### config.mk
export PLATFORM = sky130hd
export DESIGN_NAME = fifo_with_remove_by_value_top
export DESIGN_NICKNAME = d
export VERILOG_FILES = /design/src/rtl/fwrbv_pkg.sv /design/src/rtl/fwrbv_cell.sv /design/src/rtl/fifo_with_remove_by_value_top.sv
export SDC_FILE = /design/constraint.sdc
export NUM_CORES = 1
export LEC_CHECK = 0
export BUFFER_PORTS_ARGS = -buffer_cell sky130_fd_sc_hd__buf_2
export CAP_MARGIN = 5
export CORE_MARGIN = 4
export CORE_UTILIZATION = 29
export CTS_CLUSTER_SIZE = 10
export DETAILED_ROUTE_END_ITERATION = 12
export PLACE_DENSITY = 0.44
export SLEW_MARGIN = 20
export SYNTH_ARGS = -nofsm -noshare
export SYNTH_HDL_FRONTEND = slang
export SYNTH_HIERARCHICAL = 1
export SYNTH_SLANG_ARGS = --single-unit
### constraint.sdc
create_clock -name clk_i -period 6 [get_ports clk_i]
set_input_delay 1.2 -clock clk_i [delete_from_list [all_inputs] [get_ports clk_i]]
set_output_delay 1.2 -clock clk_i [all_outputs]
set_load 0.005 [all_outputs]
### src/rtl/fwrbv_pkg.sv
// package: shared codes, widths and the cell control type of the remove-by-value fifo
`timescale 1ns / 1ps

package fwrbv_pkg;

  // default number of entries
  localparam int unsigned DEPTH_DEF = 16;

  // beat field widths
  localparam int unsigned DATA_W = 32;
  localparam int unsigned REQ_W  = 2;
  localparam int unsigned STAT_W = 2;
  localparam int unsigned CNT_W  = 5;

  // request codes
  localparam logic [REQ_W-1:0] REQ_PUSH   = 2'd0;
  localparam logic [REQ_W-1:0] REQ_POP    = 2'd1;
  localparam logic [REQ_W-1:0] REQ_REMOVE = 2'd2;

  // status codes
  localparam logic [STAT_W-1:0] STAT_OK        = 2'd0;
  localparam logic [STAT_W-1:0] STAT_FULL      = 2'd1;
  localparam logic [STAT_W-1:0] STAT_EMPTY     = 2'd2;
  localparam logic [STAT_W-1:0] STAT_NOT_FOUND = 2'd3;

  // per-cell control
  typedef struct packed {
    logic shift;  // take the neighbour's entry
    logic load;   // take the broadcast write data
  } cell_ctrl_t;

endpackage

### src/rtl/fwrbv_cell.sv
// module: one storage cell of the entry chain
`timescale 1ns / 1ps

module fwrbv_cell (
  input  logic                                 clk_i,
  input  fwrbv_pkg::cell_ctrl_t                ctrl_i,
  input  logic signed [fwrbv_pkg::DATA_W-1:0]  next_i,
  input  logic signed [fwrbv_pkg::DATA_W-1:0]  load_i,
  output logic signed [fwrbv_pkg::DATA_W-1:0]  data_o
);

  logic signed [fwrbv_pkg::DATA_W-1:0] data_q, data_d;

  // load wins over shift
  always_comb begin
    data_d = data_q;
    if (ctrl_i.load) begin
      data_d = load_i;
    end else if (ctrl_i.shift) begin
      data_d = next_i;
    end
  end

  always_ff @(posedge clk_i) begin
    data_q <= data_d;
  end

  assign data_o = data_q;

endmodule

### src/rtl/fifo_with_remove_by_value_top.sv
// module: top level of the fifo with remove-by-value
`timescale 1ns / 1ps

// A bounded fifo of signed 32-bit values held in a chain of DEPTH cells, the
// oldest entry always in cell 0. Each request beat gives exactly one result
// beat with data_out, status, removed_count and occupancy. Push writes the
// value into the cell just past the tail (status full when DEPTH entries are
// held); pop returns cell 0 and shifts the whole chain one cell towards the
// head (status empty, data 0, on an empty queue). Push, pop and the unused
// request code are done in the accepting cycle. Remove holds the request side
// off until its sweep ends: after the accepting cycle the chain rotates one
// cell per cycle past a single compare at cell 0, each entry that differs
// from the value is written back behind the tail and each match is dropped,
// so the survivors keep their order; a final step emits the result (status
// not found when nothing matched). A result waits in an
// output register, and a new request is taken while the block is idle and
// that register is empty or being drained. removed_count and occupancy are
// 5 bits wide and wrap for DEPTH above 31. The store needs no clearing after
// reset: only occupied cells are ever read.
module fifo_with_remove_by_value_top #(
  parameter int unsigned DEPTH = fwrbv_pkg::DEPTH_DEF
) (
  input  logic                                    clk_i,
  input  logic                                    rst_ni,
  // request channel
  input  logic                                    in_valid_i,
  output logic                                    in_ready_o,
  input  logic        [fwrbv_pkg::REQ_W-1:0]      req_type_i,
  input  logic signed [fwrbv_pkg::DATA_W-1:0]     value_i,
  // result channel
  output logic                                    out_valid_o,
  input  logic                                    out_ready_i,
  output logic signed [fwrbv_pkg::DATA_W-1:0]     data_out_o,
  output logic        [fwrbv_pkg::STAT_W-1:0]     status_o,
  output logic        [fwrbv_pkg::CNT_W-1:0]      removed_count_o,
  output logic        [fwrbv_pkg::CNT_W-1:0]      occupancy_o
);

  localparam int unsigned CW = $clog2(DEPTH + 1);  // counts 0..DEPTH
  localparam int unsigned IW = $clog2(DEPTH);      // cell index

  // controller states
  localparam logic S_IDLE  = 1'b0;
  localparam logic S_SWEEP = 1'b1;

  logic state_q, state_d;
  logic [CW-1:0] count_q, count_d;      // entries held in the chain
  logic [CW-1:0] steps_q, steps_d;      // entries still to pass the head
  logic [CW-1:0] removed_q, removed_d;  // matches dropped so far
  logic signed [fwrbv_pkg::DATA_W-1:0] match_q, match_d;

  // result register
  logic                                out_valid_q, out_valid_d;
  logic signed [fwrbv_pkg::DATA_W-1:0] data_q, data_d;
  logic        [fwrbv_pkg::STAT_W-1:0] stat_q, stat_d;
  logic        [fwrbv_pkg::CNT_W-1:0]  rem_q, rem_d;
  logic        [fwrbv_pkg::CNT_W-1:0]  occ_q, occ_d;

  // chain control
  logic                                shift_all;
  logic                                wr_en;
  logic [IW-1:0]                       wr_idx;
  logic signed [fwrbv_pkg::DATA_W-1:0] wr_data;
  logic signed [fwrbv_pkg::DATA_W-1:0] cell_data [DEPTH];
  logic signed [fwrbv_pkg::DATA_W-1:0] head;
  logic [CW-1:0]                       cnt_dec;
  logic                                accept;
  logic                                out_load;

  assign head       = cell_data[0];
  assign cnt_dec    = count_q - CW'(1);
  assign in_ready_o = (state_q == S_IDLE) && (!out_valid_q || out_ready_i);
  assign accept     = in_valid_i && in_ready_o;

  always_comb begin
    state_d   = state_q;
    count_d   = count_q;
    steps_d   = steps_q;
    removed_d = removed_q;
    match_d   = match_q;
    shift_all = 1'b0;
    wr_en     = 1'b0;
    wr_idx    = count_q[IW-1:0];
    wr_data   = value_i;
    out_load  = 1'b0;
    data_d    = data_q;
    stat_d    = fwrbv_pkg::STAT_OK;
    rem_d     = '0;

    case (state_q)
      S_IDLE: begin
        if (accept) begin
          out_load = 1'b1;
          data_d   = '0;
          case (req_type_i)
            fwrbv_pkg::REQ_PUSH: begin
              if (count_q == CW'(DEPTH)) begin
                stat_d = fwrbv_pkg::STAT_FULL;
              end else begin
                wr_en   = 1'b1;
                count_d = count_q + CW'(1);
              end
            end
            fwrbv_pkg::REQ_POP: begin
              if (count_q == '0) begin
                stat_d = fwrbv_pkg::STAT_EMPTY;
              end else begin
                data_d    = head;
                shift_all = 1'b1;
                count_d   = cnt_dec;
              end
            end
            fwrbv_pkg::REQ_REMOVE: begin
              // result comes at the end of the sweep
              out_load  = 1'b0;
              state_d   = S_SWEEP;
              steps_d   = count_q;
              removed_d = '0;
              match_d   = value_i;
            end
            default: begin
              // unused code: no change, ok result
            end
          endcase
        end
      end
      S_SWEEP: begin
        if (steps_q != '0) begin
          // rotate the head out; survivors go back behind the tail
          steps_d   = steps_q - CW'(1);
          shift_all = 1'b1;
          if (head == match_q) begin
            count_d   = cnt_dec;
            removed_d = removed_q + CW'(1);
          end else begin
            wr_en   = 1'b1;
            wr_idx  = cnt_dec[IW-1:0];
            wr_data = head;
          end
        end else begin
          out_load = 1'b1;
          data_d   = '0;
          stat_d   = (removed_q == '0) ? fwrbv_pkg::STAT_NOT_FOUND : fwrbv_pkg::STAT_OK;
          rem_d    = fwrbv_pkg::CNT_W'(removed_q);
          state_d  = S_IDLE;
        end
      end
      default: begin
        state_d = S_IDLE;
      end
    endcase

    occ_d = fwrbv_pkg::CNT_W'(count_d);
    if (out_load) begin
      out_valid_d = 1'b1;
    end else if (out_ready_i) begin
      out_valid_d = 1'b0;
    end else begin
      out_valid_d = out_valid_q;
    end
  end

  // the cell chain
  for (genvar i = 0; i < DEPTH; i++) begin : g_cell
    fwrbv_pkg::cell_ctrl_t                ctrl;
    logic signed [fwrbv_pkg::DATA_W-1:0]  nxt;

    assign ctrl.shift = shift_all;
    assign ctrl.load  = wr_en && (wr_idx == IW'(i));

    if (i == DEPTH - 1) begin : g_last
      assign nxt = '0;
    end else begin : g_mid
      assign nxt = cell_data[i+1];
    end

    fwrbv_cell u_cell (
      .clk_i  (clk_i),
      .ctrl_i (ctrl),
      .next_i (nxt),
      .load_i (wr_data),
      .data_o (cell_data[i])
    );
  end

  always_ff @(posedge clk_i or negedge rst_ni) begin
    if (!rst_ni) begin
      state_q     <= S_IDLE;
      count_q     <= '0;
      steps_q     <= '0;
      removed_q   <= '0;
      out_valid_q <= 1'b0;
    end else begin
      state_q     <= state_d;
      count_q     <= count_d;
      steps_q     <= steps_d;
      removed_q   <= removed_d;
      out_valid_q <= out_valid_d;
    end
  end

  // payload, no reset needed
  always_ff @(posedge clk_i) begin
    match_q <= match_d;
    if (out_load) begin
      data_q <= data_d;
      stat_q <= stat_d;
      rem_q  <= rem_d;
      occ_q  <= occ_d;
    end
  end

  assign out_valid_o     = out_valid_q;
  assign data_out_o      = data_q;
  assign status_o        = stat_q;
  assign removed_count_o = rem_q;
  assign occupancy_o     = occ_q;

`ifndef SYNTHESIS
  // occupancy never goes past the chain length
  a_count_bound : assert property (@(posedge clk_i) disable iff (!rst_ni)
    count_q <= CW'(DEPTH))
    else $error("entry count exceeds depth");

  // no request is taken during a sweep
  a_ready_idle : assert property (@(posedge clk_i) disable iff (!rst_ni)
    in_ready_o |-> state_q == S_IDLE)
    else $error("ready raised outside idle");

  // sweep never has more entries to visit than are held
  a_sweep_bound : assert property (@(posedge clk_i) disable iff (!rst_ni)
    state_q == S_SWEEP |-> steps_q <= count_q)
    else $error("sweep step count above occupancy");

  // not found never comes with a removal count
  a_not_found : assert property (@(posedge clk_i) disable iff (!rst_ni)
    out_valid_o && status_o == fwrbv_pkg::STAT_NOT_FOUND |-> removed_count_o == '0)
    else $error("not found beat reports removals");

  // an accepted remove leads into the sweep
  a_remove_sweep : assert property (@(posedge clk_i) disable iff (!rst_ni)
    accept && req_type_i == fwrbv_pkg::REQ_REMOVE |=> state_q == S_SWEEP)
    else $error("remove did not start a sweep");
`endif

endmodule

==> impl_metrics.env <==
export IMPL_status="finished clean"
export IMPL_fmax_mhz=205
export IMPL_mostFrequentLayoutCell="edfxtp_1"
export IMPL_ctsHoldBuffers=0
export IMPL_finalClockSkew_ps=21.1
export IMPL_viasPerCell=4.43
export IMPL_io_buffers=83
export IMPL_grt_pass1_vias=13830
export IMPL_coreArea_um2=99000
export IMPL_wl_per_cell_um=18.6
export IMPL_cts_htree_levels=3
export IMPL_ant_nets=0
export IMPL_drive_above_1_share_pct=45.3
export IMPL_synth_enable_flop_cells=588
export IMPL_fin_cells=2977
export IMPL_n_fill_cell=9479
export IMPL_slew_violations=0
export IMPL_io_pins=84
export IMPL_grt_remaining_overflow=0
export IMPL_numCtsBuffers=72
export IMPL_post_route_min_period_ps=4890
export IMPL_die_y_um=325
export IMPL_postSynthAreaPerCell_um2=19.1
export IMPL_grt_max_degree=35
export IMPL_routabilityCongestion=0.802
export IMPL_rsz0062_at_grt="false"
export IMPL_synth_area_top_cells="edfxtp_1 61%, mux2_4 24%, buf_12 3.3%, mux2_2 2.5%, dfrtp_1 1.5%"
export IMPL_yosysSeqAreaShare_pct=62.1
export IMPL_postCtsSetupBuffers=0
export IMPL_worstMarginPinSlew_ps=1100
export IMPL_peakVddDrop_mv=0.292
export IMPL_synth_top_area_share_pct=60.7
export IMPL_remaining_drc_errors=0
export IMPL_r2r_cells=7
export IMPL_worst_r2r_setup_slack_ps=1110
export IMPL_n_antenna_cell=0
export IMPL_cp_max_fo=32
export IMPL_dp_cells=2877
export IMPL_drtPass1Iterations=7
export IMPL_synth_area_leader_cell="edfxtp_1"
export IMPL_hpwl_um=36200
export IMPL_path_clk_slew_ps=60
export IMPL_synth_seq_cells=605
export IMPL_finalSetupTns_ps=0
export IMPL_synthFlopType="edfxtp_1"
export IMPL_initial_utilization_pct=29.4
export IMPL_synth_area_um2=29100
export IMPL_hold_viol_final=0
export IMPL_place_area_um2=30600
export IMPL_drt_iter0_markers=770
export IMPL_cts_sinks=605
export IMPL_setup_viol=0
export IMPL_rows=115
export IMPL_fin_nets=1709
export IMPL_timing_rr_start="g_cell[0].u_cell/data_o[22]"
export IMPL_cts_tree="done"
export IMPL_num_vias=13193
export IMPL_die_area_um2=105000
export IMPL_r2r_end="g_cell[0].u_cell/data_o[12]"
export IMPL_ys_async_sr_fraction_pct=2.81
export IMPL_startpoint_type="flip-flop"
export IMPL_cp_end_kind="flip-flop"
export IMPL_synthCells=1524
export IMPL_p_leak_nw=11.9
export IMPL_pwr_density_cell_nw_per_um2=606
export IMPL_slew_headroom_pct=26.7
export IMPL_grt_pass1_wl_um=86300
export IMPL_clk_latency_ps=610
export IMPL_syn_to_final_growth_pct=12.0
export IMPL_arrival_ps=5230
export IMPL_wl_um=55300
export IMPL_antenna_found_initial=0
export IMPL_final_cell_mix="588 x edfxtp_1, 464 x mux2_4, 83 x buf_2"
export IMPL_dieWidth_um=325
export IMPL_worstHoldPathType="in2async"
export IMPL_track_usage_pct=10.3
export IMPL_cts_root_buffer="clkbuf_16"
export IMPL_ys_types=54
export IMPL_cts_resized_gates=0
export IMPL_clock_path_buffers=3
export IMPL_cap_violations=0
export IMPL_critPathKind="reg2reg"
export IMPL_final_period_utilization_pct=81.4
export IMPL_required_ps=6340
export IMPL_finish_instance_area_um2=32600
export IMPL_yosysWarningCount=6
[power breakdown]
group / total [mW] / internal (mW) / leakage, nW / switching (mW)
clock network: 3.88 / 2.23 / 0.974 / 1.65
registers: 8.37 / 7.75 / 6.12 / 0.625
logic: 7.51 / 3.88 / 4.80 / 3.63
total: 19.8 / 13.9 / 11.9 / 5.90
[worst max path at each step]
stage                           startpoint                     endpoint  slack (ps)  cells after the start
2_1_floorplan                  out_ready_i                data_out_o[0]        1720                      3
3_3_place_gp   g_cell[0].u_cell/data_o[22]  g_cell[0].u_cell/data_o[12]        1060                      7
3_5_place_dp   g_cell[0].u_cell/data_o[22]  g_cell[0].u_cell/data_o[12]        1000                      7
4_1_cts        g_cell[0].u_cell/data_o[22]  g_cell[0].u_cell/data_o[12]         990                      7
5_1_grt        g_cell[0].u_cell/data_o[22]  g_cell[0].u_cell/data_o[12]         950                      7
6_report       g_cell[0].u_cell/data_o[22]  g_cell[0].u_cell/data_o[12]        1110                      7
[cells in the mapped netlist, drive strengths merged, types with 6 or more instances]
| cell | number |
|---|---|
| mux2 | 544 |
| o21ai | 12 |
| a21oi | 6 |
| buf | 71 |
| dfrtp | 17 |
| ha | 6 |
| nand3 | 13 |
| nand4 | 16 |
| edfxtp | 588 |
| nor3 | 11 |
| o31ai | 8 |
| nor2 | 18 |
| and2 | 33 |
| xnor2 | 38 |
| nand2b | 6 |
| or2 | 21 |
| inv | 12 |
| and3 | 6 |
| clkbuf | 13 |
| o32ai | 12 |
| nand2 | 21 |
[cell families (layout without fill, tap and decap cells)]
family,count (synthesis),count (layout),share of synthesized area [%]
other,1,32,0.0129
flip-flops,605,605,62.1
AO/OA/AOI/OAI,65,65,1.63
XOR/XNOR,39,39,1.17
adder cells (fa/ha/maj),6,6,0.258
buffers and inverters,97,232,4.45
multiplexers,549,549,27.2
AND/OR/NAND/NOR,162,162,3.12
[critical path, cell delays in order (launching register included)]
cell and delay (ps):
edfxtp_1 410, xnor2_1 430, nand4_1 300, or4_1 850, o21ai_4 910, buf_4 570, mux2_1 670, mux2_4 410
[registers in the layout, indices dropped and copies added (netlist names)]
register	count
steps_q	5
data_out_o	32
state_q	1
count_q	5
removed_q	5
removed_count_o	5
out_valid_o	1
status_o	2
occupancy_o	5
g_cell.u_cell/data_o	512
match_q	32
[per-layer routing]
layer	GRT usage (%)	routed length, µm	vias to the layer above
met1	13.1	24800	6693
met5	0	0	-
met4	3.20	1130	0
li1	-	-	6151
met2	17.7	27100	260
met3	2.22	2250	89
[metrics by stage]
step                setup WS [ps]  power, mW  util (%)  hold WS, ps
finish                       1110       19.8      32.9          526
global route                  948       20.9      32.9          518
CTS                           987       20.1      32.9          488
detailed placement            998       16.2      30.9          533
global placement             1060       16.0      30.9          527
floorplan                    1720       14.6         -          521
[final cells by class]
| type | instances | area (µm²) | share of cell area (%) |
|---|---|---|---|
| clock buffers | 90 | 1910 | 5.86 |
| clock inverters | 9 | 93.8 | 0.288 |
| inverters | 13 | 48.8 | 0.150 |
| multi-input cells | 853 | 10100 | 31.1 |
| flip-flops and latches | 605 | 18100 | 55.5 |
| well taps | 1287 | 1610 | 4.94 |
| repair buffers | 120 | 713 | 2.19 |
No activity file was read; power rests on OpenSTA's default activity.
